<file path="src/fsa_pkg.sv">
// Shared types, constants and helpers of the fragmented sparse array.
// Used by the controller, the datapath and the top level; depends on nothing.
package fsa_pkg;

   // Port field widths
   localparam int ACTION_W      = 3;
   localparam int INDEX_W       = 8;
   localparam int VALUE_W       = 32;
   localparam int STATUS_W      = 2;
   localparam int EVENT_W       = 2;
   localparam int USED_OUT_W    = 9;
   localparam int ACTIVE_OUT_W  = 5;
   localparam int ALLOC_OUT_W   = 9;
   localparam int GEOM_W        = 5;
   localparam int CSR_INDEX_W   = 2;

   // Array geometry defaults and key width
   localparam int MAX_FRAGMENTS_DEF = 16;
   localparam int MAX_CELLS_DEF     = 16;
   localparam int KEY_BITS          = 32;
   localparam int KEY_W             = (KEY_BITS < VALUE_W) ? KEY_BITS : VALUE_W;

   localparam logic [GEOM_W-1:0]  GEOM_RESET   = 5'd16;
   localparam logic [VALUE_W-1:0] MARKER_RESET = 32'hFFFF_FFFF;

   typedef enum logic [CSR_INDEX_W-1:0] {
      CSR_FRAGMENTS = 2'd0,
      CSR_CELLS     = 2'd1,
      CSR_MARKER    = 2'd2
   } fsa_csr_type;

   typedef enum logic [ACTION_W-1:0] {
      ACT_SET      = 3'd0,
      ACT_GET      = 3'd1,
      ACT_DELETE   = 3'd2,
      ACT_CONTAINS = 3'd3,
      ACT_IS_SET   = 3'd4,
      ACT_CLEAR    = 3'd5
   } fsa_action_type;

   typedef enum logic [STATUS_W-1:0] {
      STAT_OK      = 2'd0,
      STAT_ERROR   = 2'd1,
      STAT_NOT_SET = 2'd2
   } fsa_status_type;

   typedef enum logic [EVENT_W-1:0] {
      EV_NONE  = 2'd0,
      EV_ALLOC = 2'd1,
      EV_FREE  = 2'd2
   } fsa_event_type;

   typedef enum logic [2:0] {
      S_IDLE,
      S_DIV,
      S_DECODE,
      S_FILL,
      S_READ,
      S_EXEC,
      S_SCAN,
      S_DONE
   } fsa_state_type;

   // Controller to datapath
   typedef struct packed {
      logic load_req;
      logic div_step;
      logic mark_error;
      logic fill_write;
      logic fill_end;
      logic exec;
      logic scan_step;
      logic clear_all;
      logic result_load;
   } fsa_cmd_type;

   // Datapath to controller
   typedef struct packed {
      logic [ACTION_W-1:0] action;
      logic                div_last;
      logic                in_range;
      logic                key_is_marker;
      logic                frag_alloc;
      logic                fill_last;
      logic                scan_hit;
      logic                scan_over;
   } fsa_sts_type;

   // Zero acts as one, anything above the maximum acts as the maximum
   function automatic logic [GEOM_W-1:0] clamp_geom(input logic [GEOM_W-1:0] v,
                                                    input int max_v);
      logic [GEOM_W-1:0] r;
      r = v;
      if (v == '0) begin
         r = GEOM_W'(1);
      end else if (int'(v) > max_v) begin
         r = GEOM_W'(max_v);
      end
      return r;
   endfunction

endpackage

</file>
<file path="src/fsa_ctrl.sv">
// Sequencing state machine of the fragmented sparse array.
// Depends on fsa_pkg; drives datapath commands and the request/response handshakes.
module fsa_ctrl import fsa_pkg::*; (
   input  logic        clock,
   input  logic        reset,
   input  logic        req_valid,
   output logic        req_ready,
   output logic        rsp_valid,
   input  logic        rsp_ready,
   input  fsa_sts_type sts,
   output fsa_cmd_type cmd
);

   fsa_state_type state_ff, state_in;
   logic          rsp_valid_ff, rsp_valid_in;

   always_ff @(posedge clock) begin
      if (reset) begin
         state_ff     <= S_IDLE;
         rsp_valid_ff <= 1'b0;
      end else begin
         state_ff     <= state_in;
         rsp_valid_ff <= rsp_valid_in;
      end
   end

   always_comb begin
      state_in     = state_ff;
      cmd          = '0;
      rsp_valid_in = rsp_valid_ff;
      if (rsp_valid_ff && rsp_ready) begin
         rsp_valid_in = 1'b0;
      end
      case (state_ff)
         S_IDLE: begin
            if (req_valid) begin
               cmd.load_req = 1'b1;
               state_in     = S_DIV;
            end
         end
         S_DIV: begin
            cmd.div_step = 1'b1;
            if (sts.div_last) begin
               state_in = S_DECODE;
            end
         end
         S_DECODE: begin
            case (sts.action)
               ACT_SET: begin
                  if (!sts.in_range || sts.key_is_marker) begin
                     cmd.mark_error = 1'b1;
                     state_in       = S_DONE;
                  end else if (!sts.frag_alloc) begin
                     state_in = S_FILL;
                  end else begin
                     state_in = S_READ;
                  end
               end
               ACT_GET, ACT_DELETE, ACT_IS_SET: begin
                  if (!sts.in_range) begin
                     cmd.mark_error = 1'b1;
                     state_in       = S_DONE;
                  end else begin
                     state_in = S_READ;
                  end
               end
               ACT_CONTAINS: begin
                  state_in = S_SCAN;
               end
               ACT_CLEAR: begin
                  cmd.clear_all = 1'b1;
                  state_in      = S_DONE;
               end
               default: begin
                  state_in = S_DONE;
               end
            endcase
         end
         S_FILL: begin
            // write the marker into every cell of the new fragment
            cmd.fill_write = 1'b1;
            if (sts.fill_last) begin
               cmd.fill_end = 1'b1;
               state_in     = S_READ;
            end
         end
         S_READ: begin
            state_in = S_EXEC;
         end
         S_EXEC: begin
            cmd.exec = 1'b1;
            state_in = S_DONE;
         end
         S_SCAN: begin
            cmd.scan_step = 1'b1;
            if (sts.scan_hit || sts.scan_over) begin
               state_in = S_DONE;
            end
         end
         S_DONE: begin
            // hold the result until the output register is free
            if (!rsp_valid_ff || rsp_ready) begin
               cmd.result_load = 1'b1;
               rsp_valid_in    = 1'b1;
               state_in        = S_IDLE;
            end
         end
         default: begin
            state_in = S_IDLE;
         end
      endcase
   end

   assign req_ready = (state_ff == S_IDLE);
   assign rsp_valid = rsp_valid_ff;

   a_fill_unallocated: assert property (@(posedge clock) disable iff (reset)
      (state_ff == S_FILL) |-> !sts.frag_alloc)
      else $error("fill running on an allocated fragment");

   a_exec_after_read: assert property (@(posedge clock) disable iff (reset)
      (state_ff == S_EXEC) |-> ($past(state_ff) == S_READ))
      else $error("execute without a settled RAM read");

endmodule

</file>
<file path="config.mk">
export PLATFORM = sky130hd
export DESIGN_NAME = fsa_ctrl
export DESIGN_NICKNAME = d
export VERILOG_FILES = /design/src/fsa_pkg.sv /design/src/fsa_ctrl.sv
export SDC_FILE = /design/constraint.sdc
export NUM_CORES = 1
export LEC_CHECK = 0
export ABC_AREA = 1
export BUFFER_PORTS_ARGS = -buffer_cell sky130_fd_sc_hd__clkbuf_2
export CAP_MARGIN = 15
export CELL_PAD_IN_SITES_DETAIL_PLACEMENT = 0
export CELL_PAD_IN_SITES_GLOBAL_PLACEMENT = 1
export CORE_MARGIN = 2
export CORE_UTILIZATION = 28
export CTS_CLUSTER_SIZE = 12
export DETAILED_ROUTE_END_ITERATION = 12
export PLACE_DENSITY_LB_ADDON = 0.1
export SLEW_MARGIN = 10
export SYNTH_ARGS = -nofsm -noshare
export SYNTH_HDL_FRONTEND = slang
export SYNTH_SLANG_ARGS = --single-unit
</file>
<file path="constraint.sdc">
create_clock -name clock -period 1.7 [get_ports clock]
set_input_delay 0.17 -clock clock [delete_from_list [all_inputs] [get_ports clock]]
set_output_delay 0.17 -clock clock [all_outputs]
set_load 0.01 [all_outputs]
</file>
==> flow_metrics.py <==
metrics = {
    "sta": {
        "max_freq_mhz": 710,
        "tightestPinTransition_ns": 0.243,
        "rsz0062_at_grt": "no",
        "hold_violations": 0,
        "fin_worst_skew_ns": 0.00153,
        "setup_viol": 0,
        "min_period_ns": 1.41,
        "timing.final.crit_share": 0.828,
        "tns_ns": 0,
        "drv_slew": 0,
        "holdWs_ns": 0.134,
        "max_slew_margin": 0.838,
    },
    "cts": {
        "numClockSinks": 4,
        "clockRootBuffer": "clkbuf_4",
        "htreeDepth": 1,
        "cts_buffers": 3,
        "clk_latency_ns": 0.23,
        "cts-resized-gates": 0,
        "path_clk_slew_ns": 0.04,
        "hold_buffers": 0,
        "clk_path_buf_depth": 2,
        "cts_tree": "yes",
        "postCtsSetupBuffers": 0,
    },
    "global_route": {
        "grt_pass1_vias": 471,
        "grt_max_degree": 9,
        "grt_usage": 0.121,
        "grt_antenna_before_repair": 0,
        "grt_overflow_total": 0,
        "grt_pass1_wl_um": 1830,
    },
    "route": {
        "via_count": 585,
        "drc": 0,
        "routed_wl_um": 1100,
        "drt_iter0_markers": 12,
        "first_pass_iters": 4,
        "via_per_inst": 4.61,
        "ant_nets": 0,
        "wl_per_cell_um": 8.65,
    },
    "power_and_ir_drop": {
        "power_per_cell_area_nw_per_um2": 1320,
        "sequentialPowerShare": 0.230,
        "power.leakage_nw": 0.385,
        "intPower_w": 0.000407,
        "switching_power_w": 0.000399,
        "ir_drop_mv": 0.680,
        "pwr-share-comb": 0.624,
        "clockPowerShare": 0.146,
        "p_sw_frac": 0.495,
    },
    "synth": {
        "yosys.area.top_type_share": 0.175,
        "ys_top_cells_by_area": "dfxtp_1 (17%), nand2_1 (16%), inv_1 (16%)",
        "synth.most_common_cell": "nand2_1",
        "yosysTopAreaCell": "dfxtp_1",
        "synth_ff_type": "dfxtp_1",
        "synthCells": 85,
        "synth_seq_area_share": 0.175,
        "synthesis.nets": 99,
        "avgSynthCellArea_sq_um": 5.39,
        "synth.distinct_cells": 20,
        "yosysWarnings": 0,
        "yosys-top-cells-count": "nand2_1 (20), inv_1 (19), nor2_1 (13)",
        "ys_ff_latch": 4,
        "synth_edf_count": 0,
        "postSynth.asyncResetShare": 0,
        "syn_area_sq_um": 458,
    },
    "critical_path": {
        "cp.arrival_ns": 1.24,
        "start_kind": "flip-flop",
        "crit_family": "flip-flops",
        "required_ns": 1.53,
        "end_kind": "output pin",
        "r2r_cells": 7,
        "worstReg2RegEnd": "state_ff[1]$_SDFFE_PP0P_",
        "max_stage_delay_ns": 0.36,
        "cp_slowest_cell": "dfxtp_1",
        "r2r_slack_ns": 0.47,
        "cp_cell_sequence": "inv_2, nand3_1, nor4_1, clkbuf_2",
        "path_max_fanout": 6,
        "cp_num_buf_inv": 2,
        "crit_type": "flip-flop to output pin",
        "r2r_start": "state_ff[0]$_SDFFE_PP0P_",
    },
    "final_layout": {
        "diodes": 0,
        "area_delta_synth_final_pct": 33.1,
        "design_area_sq_um": 609,
        "nNetsFinal": 127,
        "drive_gt1_frac": 0.315,
    },
    "placement": {
        "dpl-instance-area_sq_um": 587,
        "finalWeightedCongestion": 0.768,
        "io_buffers": 24,
        "post-dp-hpwl_um": 954,
    },
    "floorplan": {
        "fp.dieH_um": 44.4,
        "die_w_um": 44.4,
        "rows": 14,
        "initial_core_util": 0.300,
        "die-area_sq_um": 1970,
        "core_region_area_sq_um": 1520,
        "io_pins": 25,
    },
    "outcome": {
        "status": "finished, final reports clean",
    },
    "job": {
        "max_cap_viol_count": 0,
    },
    "worst_hold_path": {
        "hp-class": "input port to flip-flop",
        "holdPathStages": 2,
        "min_to": "rsp_valid$_SDFF_PP0_",
        "hold_start": "reset",
    },
}
## registers in the layout (all words and copies together) (netlist names)
name       flops
state_ff       3
rsp_valid      1
## routing by layer
layer | vias to the layer above | routed length, um | GRT usage
met5 | - | 0 | 0
met4 | 0 | 0 | 0.0182
met3 | 0 | 83 | 0.0408
met2 | 20 | 474 | 0.203
met1 | 249 | 541 | 0.153
li1 | 316 | - | -
## stage by stage
step / power [W] / cells / utilization / setup slack (ns)
after floorplan: 0.000571 / 85 / - / 0.550
after global placement: 0.000705 / 124 / 0.385 / 0.444
after detailed placement: 0.000694 / 124 / 0.385 / 0.451
after CTS: 0.000818 / 127 / 0.400 / 0.298
after global routing: 0.000898 / 127 / 0.400 / 0.188
final: 0.000806 / 127 / 0.400 / 0.292
## worst register-to-register path, cell delays in order, from the launching register on
cell	delay, ns
dfxtp_1	0.44
nand3_1	0.17
nor2_1	0.20
nor2_4	0.07
nand3_2	0.09
nand2_1	0.05
nand2_1	0.07
a21oi_2	0.03
## area by class of cell
| cell class | instances | area, sq um |
|---|---|---|
| Clock buffer | 3 | 22.5 |
| Fill cell | 184 | 915 |
| Inverter | 21 | 78.8 |
| Multi-Input combinational cell | 59 | 288 |
| Sequential cell | 4 | 80.1 |
| Tap cell | 16 | 20.0 |
| Timing Repair Buffer | 24 | 120 |
## worst max path at each step
stage               cells past startpoint  slack, ns                        to                      from
finish                                  4       0.29                    cmd[1]  state_ff[2]$_SDFFE_PP0P_
CTS                                     4       0.30                    cmd[1]  state_ff[2]$_SDFFE_PP0P_
floorplan                              10       0.55  state_ff[1]$_SDFFE_PP0P_  state_ff[0]$_SDFFE_PP0P_
global placement                        7       0.44  state_ff[0]$_SDFFE_PP0P_  state_ff[2]$_SDFFE_PP0P_
global route                            4       0.19                    cmd[1]  state_ff[0]$_SDFFE_PP0P_
detailed placement                      7       0.45  state_ff[1]$_SDFFE_PP0P_  state_ff[0]$_SDFFE_PP0P_
## layout by cell type, fill, tap and decap left out, types with 2 or more instances in the layout
| cell | n |
|---|---|
| clkbuf_2 | 24 |
| nand2_1 | 20 |
| inv_1 | 19 |
| nor2_1 | 13 |
| nand3_1 | 6 |
| a21oi_1 | 6 |
| dfxtp_1 | 4 |
| clkbuf_4 | 3 |
| nor2_2 | 2 |
| inv_2 | 2 |
| nand4_1 | 2 |
## logic make-up (layout without fill, tap and decap cells)
logic type | Yosys count | count (layout) | synth area share
buf+inv | 22 | 48 | 0.197
flops | 4 | 4 | 0.175
compound gates | 11 | 11 | 0.142
simple gates | 48 | 48 | 0.486
## power by group through the flow
stage	combinational [W]	sequential, W	clock, W
floorplan	0.000413	0.000159	0
global placement	0.000516	0.000189	0
detailed placement	0.000507	0.000188	0
CTS	0.000510	0.000184	0.000124
global route	0.000572	0.000195	0.000131
finish	0.000503	0.000185	0.000118
Power figures use the tool's default switching activity.
